### config.mk
export PLATFORM = sky130hd
export DESIGN_NAME = tndq_seq
export DESIGN_NICKNAME = d
export VERILOG_FILES = /design/src/hdl/tndq_pkg.sv /design/src/hdl/tndq_seq.sv
export SDC_FILE = /design/constraint.sdc
export NUM_CORES = 1
export LEC_CHECK = 0
export BUFFER_PORTS_ARGS = -buffer_cell sky130_fd_sc_hd__buf_2
export CAP_MARGIN = 15
export CORE_AREA = 2 2 62 64
export CTS_CLUSTER_SIZE = 20
export DETAILED_ROUTE_END_ITERATION = 12
export DIE_AREA = 0 0 64 66
export PLACE_DENSITY = 0.78
export SYNTH_ARGS = -nofsm -noshare
export SYNTH_HDL_FRONTEND = slang
export SYNTH_SLANG_ARGS = --single-unit
### constraint.sdc
create_clock -name clk -period 2.13 [get_ports clk]
set_input_delay 0.1065 -clock clk [delete_from_list [all_inputs] [get_ports clk]]
set_output_delay 0.1065 -clock clk [all_outputs]
set_load 0.05 [all_outputs]
### src/hdl/tndq_pkg.sv
// Shared types, constants and codes of the transit-node distance query unit.
// Used by every module under hdl; depends on nothing.
`default_nettype none
package tndq_pkg;

	localparam int TRANSIT_NODES = 64;
	localparam int GRAPH_NODES   = 1024;
	localparam int MAX_ACCESS    = 16;
	localparam int REGIONS       = 32;

	localparam int DIST_W  = 32;
	localparam int FLAG_W  = 32;
	localparam int REG_W   = 5;
	localparam int TI_W    = $clog2(TRANSIT_NODES);
	localparam int NODE_W  = $clog2(GRAPH_NODES);
	localparam int TAB_DEPTH = TRANSIT_NODES * TRANSIT_NODES;
	localparam int TAB_AW  = $clog2(TAB_DEPTH);
	localparam int AC_W    = (MAX_ACCESS > 1) ? $clog2(MAX_ACCESS) : 1;
	localparam int CNT_W   = $clog2(MAX_ACCESS + 1);
	localparam int PAIR_W  = DIST_W + 1;
	localparam int SUM_W   = DIST_W + 2;

	localparam logic [DIST_W-1:0] DIST_INF = '1;

	typedef enum logic [2:0] {
		CMD_TAB_WR   = 3'd0,
		CMD_MAP_WR   = 3'd1,
		CMD_PUSH_FWD = 3'd2,
		CMD_PUSH_BWD = 3'd3,
		CMD_QUERY    = 3'd4
	} cmd_t;

	typedef enum logic [2:0] {
		ST_IDLE,
		ST_XLATE,
		ST_WALK,
		ST_DRAIN,
		ST_DONE
	} st_t;

	typedef struct packed {
		logic [2:0]  cmd;
		logic [9:0]  node_id;
		logic [5:0]  row_index;
		logic [5:0]  col_index;
		logic [31:0] distance;
		logic [31:0] region_flags;
		logic [4:0]  source_region;
		logic [4:0]  target_region;
	} in_t;

	typedef struct packed {
		logic [31:0] shortest;
		logic        found;
	} out_t;

	typedef struct packed {
		logic            init;
		logic            xlate_valid;
		logic [AC_W-1:0] xlate_idx;
		logic            walk_valid;
		logic [AC_W-1:0] fwd_idx;
		logic [AC_W-1:0] bwd_idx;
		logic            clear;
	} ctrl_t;

	typedef struct packed {
		logic [DIST_W-1:0] fwd_dist;
		logic [FLAG_W-1:0] fwd_flags;
		logic [TI_W-1:0]   fwd_ti;
		logic [DIST_W-1:0] bwd_dist;
		logic [FLAG_W-1:0] bwd_flags;
		logic [TI_W-1:0]   bwd_ti;
	} pair_rd_t;

endpackage
`default_nettype wire

### src/hdl/tndq_seq.sv
// Query sequencer: map translation sweep, pair walk, drain and result strobe.
// Depends on tndq_pkg.
`default_nettype none
module tndq_seq (
	input  wire logic                        clk,
	input  wire logic                        arst_n,
	input  wire logic                        start,
	input  wire tndq_pkg::in_t               item,
	input  wire logic [tndq_pkg::CNT_W-1:0]  fwd_count,
	input  wire logic [tndq_pkg::CNT_W-1:0]  bwd_count,
	input  wire logic                        pipe_busy,
	output logic                             busy,
	output tndq_pkg::ctrl_t                  ctrl
);

	tndq_pkg::st_t state_q;
	tndq_pkg::st_t state_d;

	logic [tndq_pkg::CNT_W-1:0] k_q;
	logic [tndq_pkg::AC_W-1:0]  i_q;
	logic [tndq_pkg::AC_W-1:0]  j_q;
	logic                       query_acc;
	logic                       xlate_end;
	logic                       i_last;
	logic                       j_last;
	logic                       lists_full;

	always_comb begin
		query_acc  = start && (state_q == tndq_pkg::ST_IDLE)
			&& (item.cmd == tndq_pkg::CMD_QUERY);
		xlate_end  = 32'(k_q) == tndq_pkg::MAX_ACCESS;
		i_last     = (tndq_pkg::CNT_W'(i_q) + tndq_pkg::CNT_W'(1)) == fwd_count;
		j_last     = (tndq_pkg::CNT_W'(j_q) + tndq_pkg::CNT_W'(1)) == bwd_count;
		lists_full = (fwd_count != '0) && (bwd_count != '0);
	end

	always_comb begin
		state_d = state_q;
		unique case (state_q)
			tndq_pkg::ST_IDLE: begin
				if (query_acc) state_d = tndq_pkg::ST_XLATE;
			end
			tndq_pkg::ST_XLATE: begin
				if (xlate_end) state_d = lists_full ? tndq_pkg::ST_WALK : tndq_pkg::ST_DRAIN;
			end
			tndq_pkg::ST_WALK: begin
				if (i_last && j_last) state_d = tndq_pkg::ST_DRAIN;
			end
			tndq_pkg::ST_DRAIN: begin
				if (!pipe_busy) state_d = tndq_pkg::ST_DONE;
			end
			tndq_pkg::ST_DONE: begin
				state_d = tndq_pkg::ST_IDLE;
			end
			default: begin
				state_d = tndq_pkg::ST_IDLE;
			end
		endcase
	end

	always_comb begin
		busy             = state_q != tndq_pkg::ST_IDLE;
		ctrl.init        = query_acc;
		ctrl.xlate_valid = (state_q == tndq_pkg::ST_XLATE) && !xlate_end;
		ctrl.xlate_idx   = k_q[tndq_pkg::AC_W-1:0];
		ctrl.walk_valid  = state_q == tndq_pkg::ST_WALK;
		ctrl.fwd_idx     = i_q;
		ctrl.bwd_idx     = j_q;
		ctrl.clear       = state_q == tndq_pkg::ST_DONE;
	end

	always_ff @(posedge clk or negedge arst_n) begin
		if (!arst_n) begin
			state_q <= tndq_pkg::ST_IDLE;
			k_q     <= '0;
			i_q     <= '0;
			j_q     <= '0;
		end else begin
			state_q <= state_d;
			unique case (state_q)
				tndq_pkg::ST_XLATE: begin
					k_q <= k_q + tndq_pkg::CNT_W'(1);
					i_q <= '0;
					j_q <= '0;
				end
				tndq_pkg::ST_WALK: begin
					// advance inner index, wrap into the next forward entry
					if (j_last) begin
						j_q <= '0;
						i_q <= i_q + tndq_pkg::AC_W'(1);
					end else begin
						j_q <= j_q + tndq_pkg::AC_W'(1);
					end
				end
				default: begin
					k_q <= '0;
				end
			endcase
		end
	end

endmodule
`default_nettype wire

==> metrics.md <==
| Metric | Value |
|---|---|
| CP startpoint kind | `register` |
| Critical Path Max Stage Delay | `430 ps` |
| Crit path kind | `reg -> reg` |
| Root Driver | `clkbuf_4` |
| Crit. path cell count | `6` |
| RSZ-0062 raised after global routing | `false` |
| Seq/Total Area, Yosys | `34.3%` |
| Die extent in y | `66 um` |
| Gate count after technology mapping | `135` |
| Largest delay share family, worst path | `compound AO/OA/AOI/OAI gates` |
| Clock power frac | `16.9%` |
| Setup slack at placement | `255 ps` |
| Peak supply drop | `0.388 mV` |
| Non-filler cells, final | `217` |
| Outcome | `complete, no violations` |
| CP Max Fanout | `8` |
| Via density | `4.92` |
| Post-CTS setup buffers | `0` |
| GPL Wtd Cong | `approximately 0.83` |
| Max-slew headroom | `about 75%` |
| Worst Path Buf+Inv | `0` |
| Syn. warnings | `0` |
| DR WL/cell | `11.8 um` |
| Clock Path Buffers | `2` |
| Most common cell after layout, fill and taps aside | `buf_2` |
| Gr usage total | `about 13%` |
| Final Skew | `5.45 ps` |
| Worst Tran Pin Value | `371 ps` |
| Layout cell share with drive strength beyond 1 | `27.8%` |
| # diodes | `0` |
| Crit-path cells | `ha_1 -> nand2b_1 -> a311oi_2 -> o211ai_4 -> o21ai_0 -> o2bb2ai_1` |
| CP arrival | `approximately 2100 ps` |
| FF-to-FF path depth | `6` |
| PnR worst setup slack | `229 ps` |
| Cell Int Power | `0.628 mW` |
| H-tree Lvls | `1` |
| CTS buffer count | `3` |
| Core Rows | `22` |
| Syn Area/Cell | `8.64 um^2` |
| Pleak | `0.638 nW` |
| Largest family of logic cells by synthesized area | `simple AND/OR/NAND/NOR gates` |
| First-pass GRT wire length | `4.28 mm` |
| Post-route ant nets | `0` |
| Post-synth EDFFs | `0` |
| Initial Util | `roughly a third` |
| Largest net degree at the start of global routing | `17` |
| Post-synthesis compound-gate area fraction | `18.9%` |
| Placed Area | `1360 um^2` |
| Clock Sinks | `16` |
| CP Capture Type | `register` |
| Xor and xnor area share after synthesis | `7.51%` |
| Hold crit path type | `in -> async` |
| DRC viols | `0` |
| Port buffer count | `33` |
| FMAX | `roughly 530 MHz` |
| CTS tree | `done` |
| Final worst path period share | `between 80% and 90%` |
| Total Power | `1.21 mW` |
| Fillers | `362` |
| Adder-Cell Fraction of Synth Area | `under 10%` |
| Crit-path slowest cell | `dfrtp_1` |
| Reg clk slew, reported paths | `100 ps` |
| Post-Synthesis Net Count | `between 200 and 300` |
| Detailed placement HPWL | `1.96 mm` |
| IO Count | `between 100 and 150` |
| Routed vias | `1067` |
| Gr ovfl total | `0` |
| Top_reg_cell synth | `dfrtp_1` |
| Commonest non-fill, non-tap cells in the layout | `buf_2 (33), nand2_1 (22), dfrtp_1 (16), o21ai_0 (11)` |
| Clk Latency, worst-skew pair | `290 ps` |
| Sw Ratio | `48.0%` |
| Post-Synthesis Cell Area | `1170 um^2` |
| Library cells used by synthesis | `40` |
| Power density cells | `853 nW/um^2` |
| Final WL | `2.55 mm` |
| Critical Path RT | `2350 ps` |
| Area Growth Syn to Fin | `21.4%` |
| Vias in the first global route | `between 1000 and 1500` |
| Fin crit period | `1900 ps` |
| Initial DRC count | `67` |
| Final instance area | `1420 um^2` |
| Setup_tns | `0 ps` |
| Die Width | `between 60 and 70 um` |
| Net Sw Power | `0.580 mW` |
| Post-synthesis mux area share | `approximately 2.6%` |
| Core area | `3550 um^2` |
| Part of the power in registers | `35.3%` |
| Cell total after placement | `211` |
| Final Max Slew Viols | `0` |
| Simple-gate portion of the synthesized area | `approximately a quarter` |
| Final setup viols | `0` |
| Area of the die | `4220 um^2` |
| Final nets | `~290` |
| Antenna violations before repair | `0` |
| Combinational cell fraction of total power | `47.8%` |
| Endpoints failing hold | `0` |
| DR pass1 iterations | `4` |
| Max-cap violation count | `0` |
| Synth async-reset ratio | `100%` |
| Register bit total from synthesis | `16` |
==> cells in the mapped netlist (2+ instances only) <==
cell | number | area (um^2)
o31ai_1 | 2 | 15.0
mux2i_1 | 3 | 30.0
inv_1 | 8 | 30.0
nand2_1 | 22 | 82.6
nand3_1 | 8 | 40.0
or3_1 | 2 | 12.5
o211ai_1 | 2 | 15.0
nor2_1 | 8 | 30.0
buf_2 | 2 | 10.0
o21ai_0 | 11 | 55.1
xor2_1 | 5 | 43.8
nand2b_1 | 3 | 18.8
a21oi_1 | 2 | 10.0
or4_1 | 2 | 15.0
dfrtp_1 | 16 | 400
nor3b_1 | 3 | 22.5
buf_4 | 5 | 37.5
nor3_1 | 2 | 10.0
ha_1 | 4 | 50.1
xnor2_1 | 5 | 43.8
==> flip-flops by register name (all words and copies together), names as in the netlist <==
name,count
i_q,4
j_q,4
k_q,5
state_q,3
==> stage by stage <==
| stage | hold slack (ps) | utilization [%] |
|---|---|---|
| detailed placement | 47.7 | 38.3 |
| global placement | 40.4 | 38.3 |
| CTS | 0.133 | 39.6 |
| floorplan | -189 | - |
| global route | 288 | 39.9 |
| finish | 239 | 39.9 |
==> layout make-up <==
class | instances | area (um^2) | share of cell area [%]
clock buffer | 4 | 36.3 | 2.56
inverter | 9 | 33.8 | 2.39
multi-input combinational | 103 | 684 | 48.4
sequential | 16 | 400 | 28.3
tap | 48 | 60.1 | 4.24
timing repair buffer | 37 | 200 | 14.1
==> power groups by stage <==
stage | Clock (mW) | Combinational [mW] | Sequential, mW
5_1_grt | 0.221 | 0.637 | 0.441
2_1_floorplan | 0 | 0.499 | 0.405
4_1_cts | 0.209 | 0.584 | 0.427
6_report | 0.204 | 0.578 | 0.426
3_3_place_gp | 0 | 0.569 | 0.431
3_5_place_dp | 0 | 0.579 | 0.432
==> path summary, 6_finish.rpt <==
kind | from | end | slack [ps]
max | j_q[1] | state_q[0] | 230
min | arst_n | state_q[2] | 240
max reg2reg | j_q[1] | state_q[0] | 230
min reg2reg | state_q[2] | state_q[1] | 540
max in group asynchronous | arst_n | j_q[3] | 1620
min in group clk | fwd_count[4] | state_q[0] | 270
==> cell families after synthesis <==
kind of cell	Yosys count
mux	3
fa+ha+maj	4
compound gates	29
buf+inv	16
simple gates	57
flops	16
xor+xnor	10
==> what timing repair did <==
action / in CTS / in global routing
resized for setup: 0 / 0
hold endpoints to repair: 16 / 1
hold buffers: 1 / 1
==> metal layers <==
layer  global-route usage, %  part of all wire (%)  vias to the layer above
met5                       0                     0                        -
met4                    5.16                   1.7                        0
met3                    2.56                   4.1                        6
met2                    22.3                    47                       29
met1                    15.8                    47                      491
li1                        -                     -                      541
(Power assumes the default switching activity.)
