`config.mk`:
```
export PLATFORM = sky130hd
export DESIGN_NAME = tndq_lists
export DESIGN_NICKNAME = d
export VERILOG_FILES = /design/src/hdl/tndq_pkg.sv /design/src/hdl/tndq_lists.sv
export SDC_FILE = /design/constraint.sdc
export NUM_CORES = 2
export LEC_CHECK = 0
export BUFFER_PORTS_ARGS = -buffer_cell sky130_fd_sc_hd__buf_2
export CORE_UTILIZATION = 45
export CTS_CLUSTER_SIZE = 30
export DETAILED_ROUTE_END_ITERATION = 8
export PLACE_DENSITY = 0.63
export SLEW_MARGIN = 20
export SYNTH_ARGS = -nofsm -noshare
export SYNTH_HDL_FRONTEND = slang
export SYNTH_SLANG_ARGS = --single-unit
export TNS_END_PERCENT = 30
```
`constraint.sdc`:
```
create_clock -name clk -period 12.9 [get_ports clk]
set_input_delay 0.645 -clock clk [delete_from_list [all_inputs] [get_ports clk]]
set_output_delay 0.645 -clock clk [all_outputs]
set_load 0.02 [all_outputs]
```
`src/hdl/tndq_pkg.sv`:
```
// Shared types, constants and codes of the transit-node distance query unit.
// Used by every module under hdl; depends on nothing.
`default_nettype none
package tndq_pkg;

	localparam int TRANSIT_NODES = 64;
	localparam int GRAPH_NODES   = 1024;
	localparam int MAX_ACCESS    = 16;
	localparam int REGIONS       = 32;

	localparam int DIST_W  = 32;
	localparam int FLAG_W  = 32;
	localparam int REG_W   = 5;
	localparam int TI_W    = $clog2(TRANSIT_NODES);
	localparam int NODE_W  = $clog2(GRAPH_NODES);
	localparam int TAB_DEPTH = TRANSIT_NODES * TRANSIT_NODES;
	localparam int TAB_AW  = $clog2(TAB_DEPTH);
	localparam int AC_W    = (MAX_ACCESS > 1) ? $clog2(MAX_ACCESS) : 1;
	localparam int CNT_W   = $clog2(MAX_ACCESS + 1);
	localparam int PAIR_W  = DIST_W + 1;
	localparam int SUM_W   = DIST_W + 2;

	localparam logic [DIST_W-1:0] DIST_INF = '1;

	typedef enum logic [2:0] {
		CMD_TAB_WR   = 3'd0,
		CMD_MAP_WR   = 3'd1,
		CMD_PUSH_FWD = 3'd2,
		CMD_PUSH_BWD = 3'd3,
		CMD_QUERY    = 3'd4
	} cmd_t;

	typedef enum logic [2:0] {
		ST_IDLE,
		ST_XLATE,
		ST_WALK,
		ST_DRAIN,
		ST_DONE
	} st_t;

	typedef struct packed {
		logic [2:0]  cmd;
		logic [9:0]  node_id;
		logic [5:0]  row_index;
		logic [5:0]  col_index;
		logic [31:0] distance;
		logic [31:0] region_flags;
		logic [4:0]  source_region;
		logic [4:0]  target_region;
	} in_t;

	typedef struct packed {
		logic [31:0] shortest;
		logic        found;
	} out_t;

	typedef struct packed {
		logic            init;
		logic            xlate_valid;
		logic [AC_W-1:0] xlate_idx;
		logic            walk_valid;
		logic [AC_W-1:0] fwd_idx;
		logic [AC_W-1:0] bwd_idx;
		logic            clear;
	} ctrl_t;

	typedef struct packed {
		logic [DIST_W-1:0] fwd_dist;
		logic [FLAG_W-1:0] fwd_flags;
		logic [TI_W-1:0]   fwd_ti;
		logic [DIST_W-1:0] bwd_dist;
		logic [FLAG_W-1:0] bwd_flags;
		logic [TI_W-1:0]   bwd_ti;
	} pair_rd_t;

endpackage
`default_nettype wire

```
`src/hdl/tndq_lists.sv`:
```
// Forward and backward access lists with their fill counts and the transit
// index of each entry, filled from the map at query start. Depends on tndq_pkg.
`default_nettype none
module tndq_lists (
	input  wire logic                         clk,
	input  wire logic                         arst_n,
	input  wire logic                         accept,
	input  wire tndq_pkg::in_t                item,
	input  wire tndq_pkg::ctrl_t              ctrl,
	input  wire logic [tndq_pkg::TI_W-1:0]    map_rdata_f,
	input  wire logic [tndq_pkg::TI_W-1:0]    map_rdata_b,
	output logic      [tndq_pkg::NODE_W-1:0]  map_raddr_f,
	output logic      [tndq_pkg::NODE_W-1:0]  map_raddr_b,
	output logic      [tndq_pkg::CNT_W-1:0]   fwd_count,
	output logic      [tndq_pkg::CNT_W-1:0]   bwd_count,
	output tndq_pkg::pair_rd_t                pair_rd
);

	logic [tndq_pkg::NODE_W-1:0] fwd_node_q  [tndq_pkg::MAX_ACCESS];
	logic [tndq_pkg::DIST_W-1:0] fwd_dist_q  [tndq_pkg::MAX_ACCESS];
	logic [tndq_pkg::FLAG_W-1:0] fwd_flags_q [tndq_pkg::MAX_ACCESS];
	logic [tndq_pkg::TI_W-1:0]   fwd_ti_q    [tndq_pkg::MAX_ACCESS];
	logic [tndq_pkg::NODE_W-1:0] bwd_node_q  [tndq_pkg::MAX_ACCESS];
	logic [tndq_pkg::DIST_W-1:0] bwd_dist_q  [tndq_pkg::MAX_ACCESS];
	logic [tndq_pkg::FLAG_W-1:0] bwd_flags_q [tndq_pkg::MAX_ACCESS];
	logic [tndq_pkg::TI_W-1:0]   bwd_ti_q    [tndq_pkg::MAX_ACCESS];

	logic [tndq_pkg::CNT_W-1:0] fwd_count_q;
	logic [tndq_pkg::CNT_W-1:0] bwd_count_q;
	logic                       xlate_valid_s1;
	logic [tndq_pkg::AC_W-1:0]  xlate_idx_s1;
	logic                       node_ok;
	logic                       push_fwd;
	logic                       push_bwd;

	always_comb begin
		node_ok  = 32'(item.node_id) < tndq_pkg::GRAPH_NODES;
		push_fwd = accept && (item.cmd == tndq_pkg::CMD_PUSH_FWD) && node_ok
			&& (32'(fwd_count_q) < tndq_pkg::MAX_ACCESS);
		push_bwd = accept && (item.cmd == tndq_pkg::CMD_PUSH_BWD) && node_ok
			&& (32'(bwd_count_q) < tndq_pkg::MAX_ACCESS);
	end

	always_ff @(posedge clk or negedge arst_n) begin
		if (!arst_n) begin
			fwd_count_q    <= '0;
			bwd_count_q    <= '0;
			xlate_valid_s1 <= 1'b0;
		end else begin
			xlate_valid_s1 <= ctrl.xlate_valid;
			if (ctrl.clear) begin
				fwd_count_q <= '0;
				bwd_count_q <= '0;
			end else begin
				if (push_fwd) begin
					fwd_count_q <= fwd_count_q + tndq_pkg::CNT_W'(1);
				end
				if (push_bwd) begin
					bwd_count_q <= bwd_count_q + tndq_pkg::CNT_W'(1);
				end
			end
		end
	end

	always_ff @(posedge clk) begin
		xlate_idx_s1 <= ctrl.xlate_idx;
		if (push_fwd) begin
			fwd_node_q[fwd_count_q[tndq_pkg::AC_W-1:0]]  <= tndq_pkg::NODE_W'(item.node_id);
			fwd_dist_q[fwd_count_q[tndq_pkg::AC_W-1:0]]  <= item.distance;
			fwd_flags_q[fwd_count_q[tndq_pkg::AC_W-1:0]] <= item.region_flags;
		end
		if (push_bwd) begin
			bwd_node_q[bwd_count_q[tndq_pkg::AC_W-1:0]]  <= tndq_pkg::NODE_W'(item.node_id);
			bwd_dist_q[bwd_count_q[tndq_pkg::AC_W-1:0]]  <= item.distance;
			bwd_flags_q[bwd_count_q[tndq_pkg::AC_W-1:0]] <= item.region_flags;
		end
		// map data arrives in the cycle after the address went out
		if (xlate_valid_s1) begin
			fwd_ti_q[xlate_idx_s1] <= map_rdata_f;
			bwd_ti_q[xlate_idx_s1] <= map_rdata_b;
		end
	end

	always_comb begin
		map_raddr_f       = fwd_node_q[ctrl.xlate_idx];
		map_raddr_b       = bwd_node_q[ctrl.xlate_idx];
		fwd_count         = fwd_count_q;
		bwd_count         = bwd_count_q;
		pair_rd.fwd_dist  = fwd_dist_q[ctrl.fwd_idx];
		pair_rd.fwd_flags = fwd_flags_q[ctrl.fwd_idx];
		pair_rd.fwd_ti    = fwd_ti_q[ctrl.fwd_idx];
		pair_rd.bwd_dist  = bwd_dist_q[ctrl.bwd_idx];
		pair_rd.bwd_flags = bwd_flags_q[ctrl.bwd_idx];
		pair_rd.bwd_ti    = bwd_ti_q[ctrl.bwd_idx];
	end

endmodule
`default_nettype wire

```
==> flow_summary_export.csv <==
group,metric,value,unit
worst_setup_path,critPathMaxStageDelay,0.90,ns
timing,setup_viol,0,
synth,avgSynthCellArea,23.9,um2
power_and_ir_drop,power_density,159,nW/um2
floorplan,rows,169,
synth,synth_cell_types,35,
routing,drtPass1Iterations,5,
cells_and_area,multi_input_area,18400,um2
placed_design,place_congestion,0.730,
placed_design,place_worst_setup_slack,7.80,ns
worst_setup_path,worstPathRequired,12.26,ns
status,status,"finished clean",
timing,slew_headroom,24.5,%
placed_design,place_hpwl,121,mm
power_and_ir_drop,peakVddDrop,0.000149,V
worst_setup_path,cp_top_family,"buffers and inverters",
global_route,grt_pass1_wl,334,mm
floorplan,core,213000,um2
clock_network,cts_buffer_depth,4,
timing,slew_viol_final,0,
cells_and_area,seq_area,77200,um2
routing,antenna_left,0,
synth,synthCells,4044,
min_path,hp-class,"in2reg",
global_route,grt_usage,21.8,%
worst_setup_path,crit_path_top_delay_cell,"buf_4",
timing,setup_ws,7.82,ns
cells_and_area,area_delta_synth_final,13.8,%
synth,synth_flop_cell,"edfxtp_1",
global_route,antenna_found_initial,31,
cells_and_area,finalNetCount,4629,
timing,final_hold_viol_count,0,
global_route,overflow,0,
placed_design,place_inst,7023,
worst_setup_path,cp_max_fo,89,
floorplan,io_pins,300,
timing,finalCriticalPeriod,5.08,ns
synth,synth_area,96600,um2
power_and_ir_drop,leakagePower,0.0347,uW
placed_design,numPortBuffers,275,
synth,synth_edf_count,2560,
worst_setup_path,crit_path_end_kind,"output port",
cells_and_area,stdcell_count,7501,
routing,drcViolationCount,0,
clock_network,htree_levels,5,
worst_setup_path,path_class,"in2out",
timing,hold_ws,0.0825,ns
synth,yosysSeqAreaShare,80.0,%
timing,grt_setup_unrepaired,"false",
floorplan,fp.dieH,465,um
timing,period_share,39.4,%
routing,vias,45500,
synth,synth-seq-cells,2575,
global_route,grt_start_max_net_pins,97,
timing,fin_tns_setup,0,ns
synth,synth_fp_nets,4182,
timing,finClkSkew,0.0410,ns
worst_setup_path,crit_arrival,4.44,ns
worst_setup_path,path_cells,"buf_8, buf_4, buf_4, mux4_2, a22oi_1, nand2_1, buf_2",
routing,routedWlPerCell,31.3,um
routing,drtIter0Drc,5086,
cells_and_area,final_core_util,51.7,%
timing,tightest_slew,1.13,ns
global_route,grt_pass1_vias,46100,
cells_and_area,layout_common_cells,"edfxtp_1, mux4_2, a22oi_1",
clock_network,cts.sinks,2575,
floorplan,die_w,465,um
cells_and_area,final_common_cell,"edfxtp_1",
clock_network,post_cts_buffers,0,
cells_and_area,drive_above_1_share,30.7,%
floorplan,initial_core_util,45.4,%
clock_network,cts_made_buffers,282,
clock_network,clk_latency,0.93,ns
worst_setup_path,cp_common_cell,"buf_4",
synth,ys_async_sr_fraction,0.427,%
worst_setup_path,start_kind,"input pin",
synth,yosys_warnings,0,
clock_network,root_buffer,"clkbuf_16",
routing,drt_wl_total,235,mm
cells_and_area,fillers,16400,
clock_network,cts.clk_slew.worst_paths,0.06,ns
routing,vias_per_cell,6.06,
flow_run,maxCapViolations,0,
floorplan,dieArea,216000,um2
timing,max_freq,197,MHz
clock_network,cts_tree,"done",
worst_setup_path,critical_path_buf_inv_count,4,
## sequential cells by signal (all words and copies together), names as in the netlist
signal / count
xlate_idx_s1: 4
bwd_node_q: 160
fwd_count: 5
xlate_valid_s1: 1
bwd_ti_q: 96
fwd_dist_q: 512
fwd_ti_q: 96
fwd_node_q: 160
fwd_flags_q: 512
bwd_flags_q: 512
bwd_dist_q: 512
bwd_count: 5
## what timing repair did
| item | in CTS | in global routing |
|---|---|---|
| hold buffers | 5 | 0 |
| endpoints found under the hold margin | 20 | 0 |
| resized for setup | 0 | 0 |
## final cells by class
type | instances | share of cell area, %
sequential | 2575 | 70.3
multi-input combinational | 1243 | 16.7
clock buffer | 339 | 6.71
tap | 2821 | 3.21
timing repair buffer | 381 | 2.08
clock inverter | 128 | 0.944
inverter | 8 | 0.0319
antenna | 6 | 0.0137
## worst reg2reg max path: stages, from the launching register on
cell	delay (ns)
dfrtp_1	0.40
nor2b_1	0.35
nand3_1	0.52
nor2_4	0.89
buf_4	0.59
buf_4	0.79
## power by group
| group | total, uW | internal (uW) | switching (uW) |
|---|---|---|---|
| Combinational | 804 | 276 | 527 |
| Clock | 7480 | 4370 | 3110 |
| Sequential | 9230 | 9220 | 7.90 |
| Total | 17500 | 13900 | 3640 |
## Yosys cell counts (5+ instances only)
cell	number	area (um2)
and2_1	13	81.3
a21oi_1	8	40.0
ha_1	8	100
buf_6	36	405
buf_1	6	22.5
nor2b_1	8	50.1
edfxtp_1	2560	76900
clkbuf_1	130	488
a22oi_1	320	2400
dfrtp_1	11	275
nand2b_1	5	31.3
nand3_1	11	55.1
nand2_1	163	612
buf_4	14	105
nor3_1	9	45.0
inv_1	8	30.0
mux4_2	640	14400
buf_2	32	160
nor2_1	29	109
## routing by layer
| layer | global-route usage, % | wire length (um) | vias up |
|---|---|---|---|
| li1 | - | - | 18300 |
| met5 | 0 | 181 | - |
| met2 | 33.9 | 112000 | 1931 |
| met4 | 5.71 | 5690 | 28 |
| met1 | 31.2 | 97300 | 24800 |
| met3 | 4.89 | 20400 | 412 |
## through the flow
step | area (um2) | power [uW]
after CTS | 110000 | 17700
final | 110000 | 17500
after detailed placement | 101000 | 10200
after global routing | 110000 | 18000
after global placement | 101000 | 10200
after floorplan | 96600 | 9870
## kinds of logic after synthesis
| group | after synthesis | synth area share (%) |
|---|---|---|
| adders and majority gates | 8 | 0.104 |
| buffers and inverters | 226 | 1.25 |
| muxes | 641 | 14.9 |
| AOI/OAI and AO/OA | 336 | 2.58 |
| and+or+nand+nor | 258 | 1.17 |
| DFF | 2575 | 80.0 |
## path summary, 6_finish.rpt
check | startpoint | to | slack, ns | depth (start not counted)
max in group asynchronous | arst_n | fwd_count[1]$_DFFE_PN0P_ | 12.53 | 2
min | ctrl[10] | xlate_idx_s1[0]$_DFF_P_ | 0.08 | 1
max reg2reg | bwd_count[4]$_DFFE_PN0P_ | bwd_dist_q[10][0]$_DFFE_PP_ | 8.90 | 5
min reg2reg | bwd_count[4]$_DFFE_PN0P_ | bwd_count[4]$_DFFE_PN0P_ | 0.55 | 2
min in group asynchronous | arst_n | fwd_count[3]$_DFFE_PN0P_ | 0.15 | 2
max | ctrl[2] | pair_rd[11] | 7.82 | 7
(Power assumes the default switching activity.)
