## config.mk

```make
export PLATFORM = sky130hd
export DESIGN_NAME = tndq_accum
export DESIGN_NICKNAME = d
export VERILOG_FILES = /design/src/hdl/tndq_pkg.sv /design/src/hdl/tndq_accum.sv
export SDC_FILE = /design/constraint.sdc
export NUM_CORES = 1
export LEC_CHECK = 0
export BUFFER_PORTS_ARGS = -buffer_cell sky130_fd_sc_hd__buf_2
export CAP_MARGIN = 15
export CELL_PAD_IN_SITES_DETAIL_PLACEMENT = 2
export CELL_PAD_IN_SITES_GLOBAL_PLACEMENT = 2
export CORE_UTILIZATION = 31
export DETAILED_ROUTE_END_ITERATION = 10
export PLACE_DENSITY_LB_ADDON = 0.2
export SLEW_MARGIN = 10
export SYNTH_ARGS = -nofsm -noshare
export SYNTH_HDL_FRONTEND = slang
export SYNTH_SLANG_ARGS = --single-unit
```

## constraint.sdc

```tcl
create_clock -name clk -period 2.85 [get_ports clk]
set_input_delay 0.285 -clock clk [delete_from_list [all_inputs] [get_ports clk]]
set_output_delay 0.285 -clock clk [all_outputs]
set_load 0.005 [all_outputs]
```

## src/hdl/tndq_pkg.sv

```systemverilog
// Shared types, constants and codes of the transit-node distance query unit.
// Used by every module under hdl; depends on nothing.
`default_nettype none
package tndq_pkg;

	localparam int TRANSIT_NODES = 64;
	localparam int GRAPH_NODES   = 1024;
	localparam int MAX_ACCESS    = 16;
	localparam int REGIONS       = 32;

	localparam int DIST_W  = 32;
	localparam int FLAG_W  = 32;
	localparam int REG_W   = 5;
	localparam int TI_W    = $clog2(TRANSIT_NODES);
	localparam int NODE_W  = $clog2(GRAPH_NODES);
	localparam int TAB_DEPTH = TRANSIT_NODES * TRANSIT_NODES;
	localparam int TAB_AW  = $clog2(TAB_DEPTH);
	localparam int AC_W    = (MAX_ACCESS > 1) ? $clog2(MAX_ACCESS) : 1;
	localparam int CNT_W   = $clog2(MAX_ACCESS + 1);
	localparam int PAIR_W  = DIST_W + 1;
	localparam int SUM_W   = DIST_W + 2;

	localparam logic [DIST_W-1:0] DIST_INF = '1;

	typedef enum logic [2:0] {
		CMD_TAB_WR   = 3'd0,
		CMD_MAP_WR   = 3'd1,
		CMD_PUSH_FWD = 3'd2,
		CMD_PUSH_BWD = 3'd3,
		CMD_QUERY    = 3'd4
	} cmd_t;

	typedef enum logic [2:0] {
		ST_IDLE,
		ST_XLATE,
		ST_WALK,
		ST_DRAIN,
		ST_DONE
	} st_t;

	typedef struct packed {
		logic [2:0]  cmd;
		logic [9:0]  node_id;
		logic [5:0]  row_index;
		logic [5:0]  col_index;
		logic [31:0] distance;
		logic [31:0] region_flags;
		logic [4:0]  source_region;
		logic [4:0]  target_region;
	} in_t;

	typedef struct packed {
		logic [31:0] shortest;
		logic        found;
	} out_t;

	typedef struct packed {
		logic            init;
		logic            xlate_valid;
		logic [AC_W-1:0] xlate_idx;
		logic            walk_valid;
		logic [AC_W-1:0] fwd_idx;
		logic [AC_W-1:0] bwd_idx;
		logic            clear;
	} ctrl_t;

	typedef struct packed {
		logic [DIST_W-1:0] fwd_dist;
		logic [FLAG_W-1:0] fwd_flags;
		logic [TI_W-1:0]   fwd_ti;
		logic [DIST_W-1:0] bwd_dist;
		logic [FLAG_W-1:0] bwd_flags;
		logic [TI_W-1:0]   bwd_ti;
	} pair_rd_t;

endpackage
`default_nettype wire

```

## src/hdl/tndq_accum.sv

```systemverilog
// Shared pair unit: region test, table address, wide sum and running minimum.
// Depends on tndq_pkg; table data comes from tndq_store in the cycle after the address.
`default_nettype none
module tndq_accum (
	input  wire logic                         clk,
	input  wire logic                         arst_n,
	input  wire tndq_pkg::ctrl_t              ctrl,
	input  wire logic [tndq_pkg::REG_W-1:0]   source_region,
	input  wire logic [tndq_pkg::REG_W-1:0]   target_region,
	input  wire tndq_pkg::pair_rd_t           pair_rd,
	input  wire logic [tndq_pkg::DIST_W-1:0]  tab_rdata,
	output logic      [tndq_pkg::TAB_AW-1:0]  tab_raddr,
	output logic                              pipe_busy,
	output tndq_pkg::out_t                    result
);

	logic [tndq_pkg::REG_W-1:0]  sreg_q;
	logic [tndq_pkg::REG_W-1:0]  treg_q;
	logic                        valid_s1;
	logic                        admit_s1;
	logic [tndq_pkg::PAIR_W-1:0] dsum_s1;
	logic                        hit_s2;
	logic [tndq_pkg::SUM_W-1:0]  sum_s2;
	logic [tndq_pkg::DIST_W-1:0] best_q;
	logic                        found_q;
	logic                        admit;

	always_comb begin
		admit = (32'(treg_q) < tndq_pkg::REGIONS) && pair_rd.fwd_flags[treg_q]
			&& (32'(sreg_q) < tndq_pkg::REGIONS) && pair_rd.bwd_flags[sreg_q];
		tab_raddr = tndq_pkg::TAB_AW'(pair_rd.fwd_ti)
			* tndq_pkg::TAB_AW'(tndq_pkg::TRANSIT_NODES)
			+ tndq_pkg::TAB_AW'(pair_rd.bwd_ti);
		pipe_busy       = valid_s1 || hit_s2;
		result.shortest = best_q;
		result.found    = found_q;
	end

	always_ff @(posedge clk) begin
		if (ctrl.init) begin
			sreg_q <= source_region;
			treg_q <= target_region;
		end
		admit_s1 <= admit;
		dsum_s1  <= tndq_pkg::PAIR_W'(pair_rd.fwd_dist) + tndq_pkg::PAIR_W'(pair_rd.bwd_dist);
		sum_s2   <= tndq_pkg::SUM_W'(dsum_s1) + tndq_pkg::SUM_W'(tab_rdata);
	end

	always_ff @(posedge clk or negedge arst_n) begin
		if (!arst_n) begin
			valid_s1 <= 1'b0;
			hit_s2   <= 1'b0;
			best_q   <= tndq_pkg::DIST_INF;
			found_q  <= 1'b0;
		end else begin
			valid_s1 <= ctrl.walk_valid;
			// drop pairs whose table entry marks the transit pair unreachable
			hit_s2   <= valid_s1 && admit_s1 && (tab_rdata != tndq_pkg::DIST_INF);
			if (ctrl.init) begin
				best_q  <= tndq_pkg::DIST_INF;
				found_q <= 1'b0;
			end else if (hit_s2) begin
				found_q <= 1'b1;
				if (sum_s2 < tndq_pkg::SUM_W'(best_q)) begin
					best_q <= sum_s2[tndq_pkg::DIST_W-1:0];
				end
			end
		end
	end

endmodule
`default_nettype wire

```

==> impl_results.md, run 1 <==
* Status: finished clean
* Final instance area at 10180 um^2
* Avg Cell Area, Syn at 9.244 um^2
* Port Buffers at 207
* Final ANT Viol Nets at 0
* YS warnings at 0
* Period utilization at 96.51%
* GP Congestion at 0.7830
* Final setup violation count at 0
* Maximum vdd drop at 0.4998 mV
* Worst Setup Slack, final at 0.09956 ns
* Tightest hold margin at 0.03717 ns
* R2r setup slk at 0.1 ns
* Worst min-delay path startpoint: source_region[3]
* Cell Rows at 58
* Hold Path Cell Cnt at 1
* Total power draw at 7305 uW
* #FFs+latches synth at 113
* Ys flop type: dfxtp_1
* Type of origin of the critical path: flip-flop
* WS Path Type: reg -> reg
* Die Y at 163.2 um
* Largest net degree at the start of global routing at 51
* Grt ovf at 0
* Leak at 0.005145 uW
* Remaining DRCs at 0
* Least-Margin Pin Slew at 0.8675 ns
* Hold EP: sreg_q[3]
* Ports at 246
* Clock Latency Late Sink at 0.42 ns
* First-pass GRT wire length at 41.14 mm
* Cells after Synth at 871
* Drt total wl at 25.49 mm
* Ys async rst share at 30.97%
* Initial antenna violation count at 8
* Clk slew on worst S/H paths at 0.05 ns
* Layout area overhead at 26.42%
* Hpwl dp at 20.59 mm
* Slew HR at 42.16%
* Via density at 5.123
* Mux cell area share after synthesis at 5.967%
* Crit end category: flip-flop
* Post-Syn Area at 8051 um^2
* Max-Cap Viols at 0
* Clock Skew at 0.009547 ns
* Setup Fix Bufs, Post-CTS at 0
* TritonCTS Sinks at 113
* Vias at 7347
* Share of cells above drive strength 1 at 30.58%
* Num CTS Buffers at 17
* Pre-CTS setup slack at -0.01301 ns
* CP Max Fanout at 50
* Die footprint at 26620 um^2
* Worst r2r path cells at 10
* All-Layer GR Usage at 19.68%
* Sequential area share after synthesis at 32.01%
* Max incr delay on CP at 0.55 ns
* Crit Reg-Reg Endpoint: best_q[3]
* Placeable Area at 25330 um^2
* Highest clock rate at 0.3636 GHz
* Net Count, Synth at 1168
* P per Cell Area at 717.7 nW/um^2
* Min Tclk post-route at 2.750 ns
* Hold Crit Class: in -> reg
* CTS tree: built
* H-tree depth at 4
* WP data required at 3.19 ns
* Initial Utilization at 31.79%
* Adder-cell share of the synthesized area at 15.26%
* Area after DPL at 9522 um^2
* Iter 0 DRT Violations at 257
* Final hold violations at 0
* Die Wd at 163.2 um
* Vias in the first global route at 8135
* Synth Area in Compound Gates at 22.16%
* CP max-delay cell: dfstp_2
* Crit-path cells: inv_1 > ha_1 > a21o_1 > a21oi_2 > o21ai_2 > a221o_1 > o311ai_2 > nand4_4 > buf_12 > a211o_1
* Worst r2r src: best_q[4]
* WL/cell at 17.77 um
* Drt first pass iters at 4
* Final nets at 1386
* Post-synth cell types at 66
* Max Root-Sink Buffers at 2
* Synth Area in XOR/XNOR at 6.092%
* CP arrival at 3.09 ns
* EDFF count, synth at 10
* CTS Root Cell: clkbuf_16
* Largest family of logic cells by synthesized area: compound AO/OA/AOI/OAI gates
* Unrepaired setup endpoints after global routing: no
* Post-synthesis simple-gate area fraction at 11.53%
* Max-slew violation count at 0
-- worst max-delay path, delay by kind of cell (launching register included) --
| family | cells | cell delay, ns |
|---|---|---|
| compound gates | 6 | 1.38 |
| buf+inv | 2 | 0.28 |
| simple gates | 1 | 0.15 |
| flops | 1 | 0.55 |
| fa+ha+maj | 1 | 0.31 |
-- placed cells by master (no fill, tap or decap), types with 10 or more instances in the layout --
master	netlist	routed
buf_2	2	207
ha_1	95	95
inv_1	84	84
nor2_1	73	73
dfxtp_1	68	68
a21o_1	57	57
a21oi_1	58	57
nand2_1	47	47
o21ai_0	42	42
xnor2_1	38	38
buf_4	13	33
a211o_1	32	32
dfstp_2	32	32
nand4_1	23	23
mux4_2	20	20
xor2_1	18	18
clkbuf_16	0	17
edfxtp_1	10	10
-- Yosys cell counts, types with 23 or more instances --
library cell / count / area, um^2
a21o_1: 57 / 427.9
dfxtp_1: 68 / 1361
nand2_1: 47 / 176.4
nand4_1: 23 / 143.9
inv_1: 84 / 315.3
o21ai_0: 42 / 210.2
a211o_1: 32 / 280.3
a21oi_1: 58 / 290.3
xnor2_1: 38 / 332.8
clkbuf_1: 24 / 90.09
ha_1: 95 / 1189
dfstp_2: 32 / 840.8
nor2_1: 73 / 274.0
-- worst max-delay path by stage --
stage,slack [ns],end,cells past startpoint,from
4_1_cts,0.04,best_q[3],10,best_q[4]
3_3_place_gp,0.03,dsum_s1[22],12,pair_rd[38]
2_1_floorplan,0.28,best_q[1],9,best_q[15]
5_1_grt,0.004,best_q[3],10,best_q[4]
6_report,0.1,best_q[3],10,best_q[4]
3_5_place_dp,-0.01,dsum_s1[22],12,pair_rd[38]
-- per-stage QoR --
stage	TNS [ns]	utilization (%)	cells
floorplan	0	-	871
global placement	0	37.60	1398
detailed placement	-0.01301	37.60	1398
CTS	0	40.09	1432
global route	0	40.19	1434
finish	0	40.19	1434
-- timing repair --
action                                  in CTS  in global routing
resized for setup                            0                  5
endpoints found under the hold margin        4                  0
hold buffers                                 2                  0
endpoints found under the setup margin       0                 24
-- per-layer routing --
metal	routed length (um)	vias to the layer above	GRT usage, %
met5	63	-	0
met2	12660	186	35.17
met1	10890	3524	22.88
li1	-	3584	-
met4	500	10	6.287
met3	1377	43	4.749
-- where the power goes --
part | leakage (uW) | internal [uW] | switching [uW]
logic | 0.00379 | 1230 | 1450
clock network | 0.000307 | 1470 | 755
registers | 0.00105 | 2100 | 294
total | 0.00514 | 4810 | 2500
-- sequential cells by signal (all words and copies together) (netlist names) --
register,count
treg_q,5
found_q,1
sreg_q,5
admit_s1,1
dsum_s1,33
sum_s2,34
valid_s1,1
hit_s2,1
best_q,32
-- cell families (layout without fill, tap and decap cells) --
logic type / count (synthesis) / after routing
flip-flops: 113 / 113
multiplexers: 23 / 23
buffers and inverters: 128 / 359
adder cells (fa/ha/maj): 97 / 97
other: 0 / 2
AO/OA/AOI/OAI: 260 / 260
AND/OR/NAND/NOR: 194 / 194
XOR/XNOR: 56 / 56
-- layout make-up --
cell class | count | area, um^2
timing repair buffer | 243 | 1324
fill | 2866 | 15150
clock buffer | 20 | 446.7
antenna | 2 | 5.005
multi-input combinational | 630 | 4933
sequential | 113 | 2577
tap | 330 | 412.9
inverter | 84 | 315.3
clock inverter | 12 | 163.9
(Power assumes the default switching activity.)
==> inputs of run 2 (changes only) <==
--- a/config.mk
+++ b/config.mk
@@ -11,7 +11,7 @@
 export CELL_PAD_IN_SITES_GLOBAL_PLACEMENT = 2
 export CORE_UTILIZATION = 31
 export DETAILED_ROUTE_END_ITERATION = 10
-export PLACE_DENSITY_LB_ADDON = 0.2
+export PLACE_DENSITY_LB_ADDON = 0.1
 export SLEW_MARGIN = 10
 export SYNTH_ARGS = -nofsm -noshare
 export SYNTH_HDL_FRONTEND = slang
==> impl_results.md, run 2 (synthesis results as in run 1) <==
* Die Y at 163.2 um
* H-tree depth at 4
* Status: finished, violations left
* Worst r2r path cells at 10
* Clock Latency Late Sink at 0.42 ns
* Tightest hold margin at -0.02345 ns
* P per Cell Area at 702.9 nW/um^2
* Via density at 5.064
* Port Buffers at 207
* Drt first pass iters at 4
* Clock Skew at 0.009814 ns
* Layout area overhead at 26.99%
* Hold Crit Class: in -> async
* Highest clock rate at 0.3690 GHz
* WP data required at 3.18 ns
* Cell Rows at 58
* Unrepaired setup endpoints after global routing: no
* Final setup violation count at 0
* Commonest non-fill, non-tap cell in the layout: buf_2
* Max-Cap Viols at 0
* CTS tree: built
* Final ANT Viol Nets at 0
* TritonCTS Sinks at 113
* Internal power at 4688 uW
* Combinational Power Share at 37.6%
* Clk pwr share at 29.2%
* CTS Root Cell: clkbuf_16
* All-Layer GR Usage at 19.37%
* Max Root-Sink Buffers at 2
* Maximum vdd drop at 0.3984 mV
* Ports at 246
* Type of origin of the critical path: flip-flop
* Num CTS Buffers at 17
* Setup Fix Bufs, Post-CTS at 0
* Seq pwr share at 33.2%
* Biggest regs: sum_s2 x34, dsum_s1 x33, best_q x32
* GP Congestion at 0.7614
* Most frequent cells in the layout: buf_2 (207), ha_1 (95), inv_1 (84)
* CP Max Fanout at 38
* WS Path Type: reg -> reg
* Crit end category: flip-flop
* Post-Layout Cell Count at 1445
* Min Tclk post-route at 2.710 ns
* Drt total wl at 25.28 mm
* Final nets at 1395
* Violated checks: hold timing
* Slew HR at 43.48%
* Hpwl dp at 20.84 mm
* Final hold violations at 3
* First-pass GRT wire length at 40.53 mm
* Placeable Area at 25330 um^2
* Period utilization at 95.08%
* Die Wd at 163.2 um
* Remaining DRCs at 0
* Share of cells above drive strength 1 at 31.14%
* Clk slew on worst S/H paths at 0.06 ns
* Largest Register: sum_s2
* Max reg flops at 34
* Iter 0 DRT Violations at 180
* Leak at 0.005167 uW
* Grt ovf at 0
* Initial antenna violation count at 7
* Worst r2r src: best_q[4]
* Least-Margin Pin Slew at 0.8477 ns
* Placed Cells incl. Taps at 1408
* Vias at 7317
* Vias in the first global route at 7876
* WL/cell at 17.50 um
* Max-slew violation count at 0
* TNS Setup at 0 ns
* Sw Pwr at 2499 uW
* Largest net degree at the start of global routing at 39
* Initial Utilization at 31.79%
* Crit. Startpoint: best_q[4]
* CP arrival at 3.04 ns
* Die footprint at 26620 um^2
* Layout fillers at 2897
* Sw Ratio at 34.78%
## run 2: layout make-up
cell class	instances	area, um^2	share of cell area [%]
antenna	4	10.01	0.09790
clock buffer	19	454.2	4.442
clock inverter	13	135.1	1.322
inverter	84	315.3	3.084
multi-input combinational	630	4927	48.19
sequential	113	2577	25.21
tap	330	412.9	4.038
timing repair buffer	252	1393	13.62
## run 2: routing by layer
metal	track usage, %	vias to the layer above	part of all wire [%]
met5	0	-	0.11
met4	4.928	4	1.3
met3	4.241	33	5.2
met2	34.51	178	49
met1	23.33	3499	45
li1	-	3603	-
## run 2: worst max-delay path, cell delays in order, from the launching register on
cell	delay (ns)
dfstp_2	0.54
inv_1	0.04
ha_1	0.30
a21o_1	0.18
a21oi_1	0.13
o21ai_1	0.13
a221o_1	0.32
o311ai_2	0.29
nand4_4	0.16
buf_12	0.23
a211o_1	0.31
## run 2: final timing paths
path	to	slack (ns)
min reg2reg	sum_s2[0]	0.47
min in group clk	treg_q[1]	0.05
max	best_q[0]	0.14
max in group asynchronous	hit_s2	2.34
min	valid_s1	-0.02
max reg2reg	best_q[0]	0.14
## run 2: power by group through the flow
stage,Clock (uW),Sequential [uW],Combinational (uW)
2_1_floorplan,0,2300,1830
3_3_place_gp,0,2400,2610
3_5_place_dp,0,2420,2690
4_1_cts,2160,2400,2740
5_1_grt,2240,2450,3050
6_report,2100,2390,2700
## run 2: what timing repair did
| action | 4_1_cts | 5_1_grt |
|---|---|---|
| gates resized for setup | 0 | 5 |
| hold endpoints to repair | 1 | 0 |
| hold buffers | 1 | 0 |
| endpoints found under the setup margin | 0 | 19 |
## run 2: per-stage QoR
step	instance area [um^2]	power, uW	worst slack (ns)	util, %	hold slack [ns]
after floorplan	8051	4128	0.2796	-	-0.01059
after global placement	9597	5010	0.03416	37.89	0.4164
after detailed placement	9597	5111	-0.01596	37.89	0.4236
after CTS	10200	7294	0.07951	40.26	0.001341
after global routing	10220	7740	0.02690	40.36	0.02368
final	10220	7187	0.1402	40.37	-0.02345
==> inputs of run 3 (changes only) <==
--- a/config.mk
+++ b/config.mk
@@ -5,7 +5,7 @@
 export SDC_FILE = /design/constraint.sdc
 export NUM_CORES = 1
 export LEC_CHECK = 0
-export BUFFER_PORTS_ARGS = -buffer_cell sky130_fd_sc_hd__buf_2
+export BUFFER_PORTS_ARGS = -buffer_cell sky130_fd_sc_hd__buf_4
 export CAP_MARGIN = 15
 export CELL_PAD_IN_SITES_DETAIL_PLACEMENT = 2
 export CELL_PAD_IN_SITES_GLOBAL_PLACEMENT = 2
==> impl_results.md, run 3 (synthesis results as in run 1) <==
* Status: finished clean
* Iter 0 DRT Violations at 219
* Type of origin of the critical path: flip-flop
* Clock Skew at 0.009831 ns
* H-tree depth at 4
* Crit-path cells: inv_2 > ha_4 > a21o_1 > a21oi_2 > o21ai_2 > a221o_1 > o311ai_4 > nand4_4 > buf_4 > clkbuf_16 > a211o_1
* Layout area overhead at 35.90%
* CTS Root Cell: clkbuf_16
* Clock Latency Late Sink at 0.42 ns
* Die Y at 163.2 um
* Via density at 5.151
* Max-slew violation count at 0
* Final antenna diode count at 0
* Max reg flops at 34
* CP max-delay cell: dfstp_2
* Initial antenna violation count at 0
* Hold Crit Class: in -> reg
* Worst Setup Slack, final at 0.08085 ns
* CTS tree: built
* Worst r2r path cells at 11
* WP buf/inv at 3
* Layout fillers at 2767
* Port Buffers at 207
* Period utilization at 97.16%
* Crit end category: flip-flop
* P per Cell Area at 697.5 nW/um^2
* Max Root-Sink Buffers at 2
* Max incr delay on CP at 0.55 ns
* Die Wd at 163.2 um
* Internal power at 5055 uW
* Maximum vdd drop at 0.4969 mV
* Seq pwr share at 31.4%
* CP arrival at 3.12 ns
* Largest Register: sum_s2
* CP top delay family: compound AO/OA/AOI/OAI gates
* WS Path Type: reg -> reg
* Remaining DRCs at 0
* Max-Cap Viols at 0
* Most frequent cells in the layout: buf_4 (247), ha_1 (93), inv_1 (83)
* Least-Margin Pin Slew at 0.7158 ns
* All-Layer GR Usage at 19.64%
* Total power draw at 7632 uW
* Hold Path Cell Cnt at 1
* Commonest non-fill, non-tap cell in the layout: buf_4
* Vias at 7443
* CP Max Fanout at 5
* Area after DPL at 10080 um^2
* Sw Ratio at 33.77%
* TNS Setup at 0 ns
* Vias in the first global route at 7981
* Hpwl dp at 20.86 mm
* Largest net degree at the start of global routing at 44
* Final nets at 1399
* Placeable Area at 25330 um^2
* Drt total wl at 26.43 mm
* First-pass GRT wire length at 40.99 mm
* Grt ovf at 0
* Final setup violation count at 0
* Placed Cells incl. Taps at 1402
* Initial Utilization at 31.79%
* Die footprint at 26620 um^2
* Share of cells above drive strength 1 at 31.93%
* Ports at 246
* TritonCTS Sinks at 113
* Pre-CTS setup slack at -0.06214 ns
* Highest clock rate at 0.3611 GHz
* WL/cell at 18.29 um
* Final instance area at 10940 um^2
* Slew HR at 51.84%
* Min Tclk post-route at 2.769 ns
* Leak at 0.005448 uW
* Sw Pwr at 2578 uW
* Clk pwr share at 30.4%
* Biggest regs: sum_s2 x34, dsum_s1 x33, best_q x32
* Final hold violations at 0
* Num CTS Buffers at 17
* Final ANT Viol Nets at 0
* Clk slew on worst S/H paths at 0.06 ns
* Post-Layout Cell Count at 1445
* Drt first pass iters at 4
* WP data required at 3.20 ns
* GP Congestion at 0.7774
* Combinational Power Share at 38.2%
* Cell Rows at 58
* Cell depth of the worst setup path at 11
## run 3: cell count changes in the layout (fill, tap and decap cells not counted), moves of 2 or more
cell and change:
buf_2 -207, a21oi_2 +2, bufinv_16 +3, buf_4 +205, diode_2 -4, clkbuf_16 +2
a21oi_1 -2, ha_1 -2, ha_4 +2
## run 3: final timing paths
| path | startpoint | end | slack [ns] |
|---|---|---|---|
| worst min register to register | dsum_s1[0] | sum_s2[0] | 0.49 |
| worst min-delay path | source_region[1] | sreg_q[1] | 0.04 |
| max in group asynchronous | arst_n | best_q[0] | 2.07 |
| min in group asynchronous | arst_n | valid_s1 | 0.38 |
| worst max-delay path | best_q[4] | best_q[15] | 0.08 |
| worst max register to register | best_q[4] | best_q[15] | 0.08 |
## run 3: cell type report
type | count | area, um^2 | area share [%]
Sequential cell | 113 | 2577 | 23.56
Clock buffer | 18 | 429.2 | 3.922
Timing Repair Buffer | 256 | 2012 | 18.39
Inverter | 84 | 315.3 | 2.882
Clock inverter | 14 | 212.7 | 1.944
Tap cell | 330 | 412.9 | 3.774
Multi-Input combinational cell | 630 | 4982 | 45.53
## run 3: power by group through the flow
stage          registers, uW  clock network, uW  logic, uW
3_5_place_dp            2420                  0       2780
2_1_floorplan           2300                  0       1830
5_1_grt                 2460               2440       3260
4_1_cts                 2400               2380       2840
6_report                2400               2320       2910
3_3_place_gp            2400                  0       2690
## run 3: timing repair
action / in CTS / in global routing
hold buffers: 2 / 0
gates resized for setup: 0 / 13
hold endpoints to repair: 4 / 0
setup buffers: 0 / 4
setup endpoints to repair: 0 / 43
## run 3: stage by stage
step / hold slack, ns / utilization (%)
2_1_floorplan: -0.01059 / -
3_3_place_gp: 0.2870 / 39.81
3_5_place_dp: 0.2897 / 39.81
4_1_cts: 0.02872 / 42.42
5_1_grt: 0.02873 / 43.20
6_report: 0.04488 / 43.20
## run 3: layer usage
layer  wire (um)  track usage [%]  vias to the layer above
met2       13370            35.29                      173
met1       11350            23.47                     3631
met3        1469            4.317                       24
met4         241            4.800                        0
li1            -                -                     3615
met5           0                0                        -
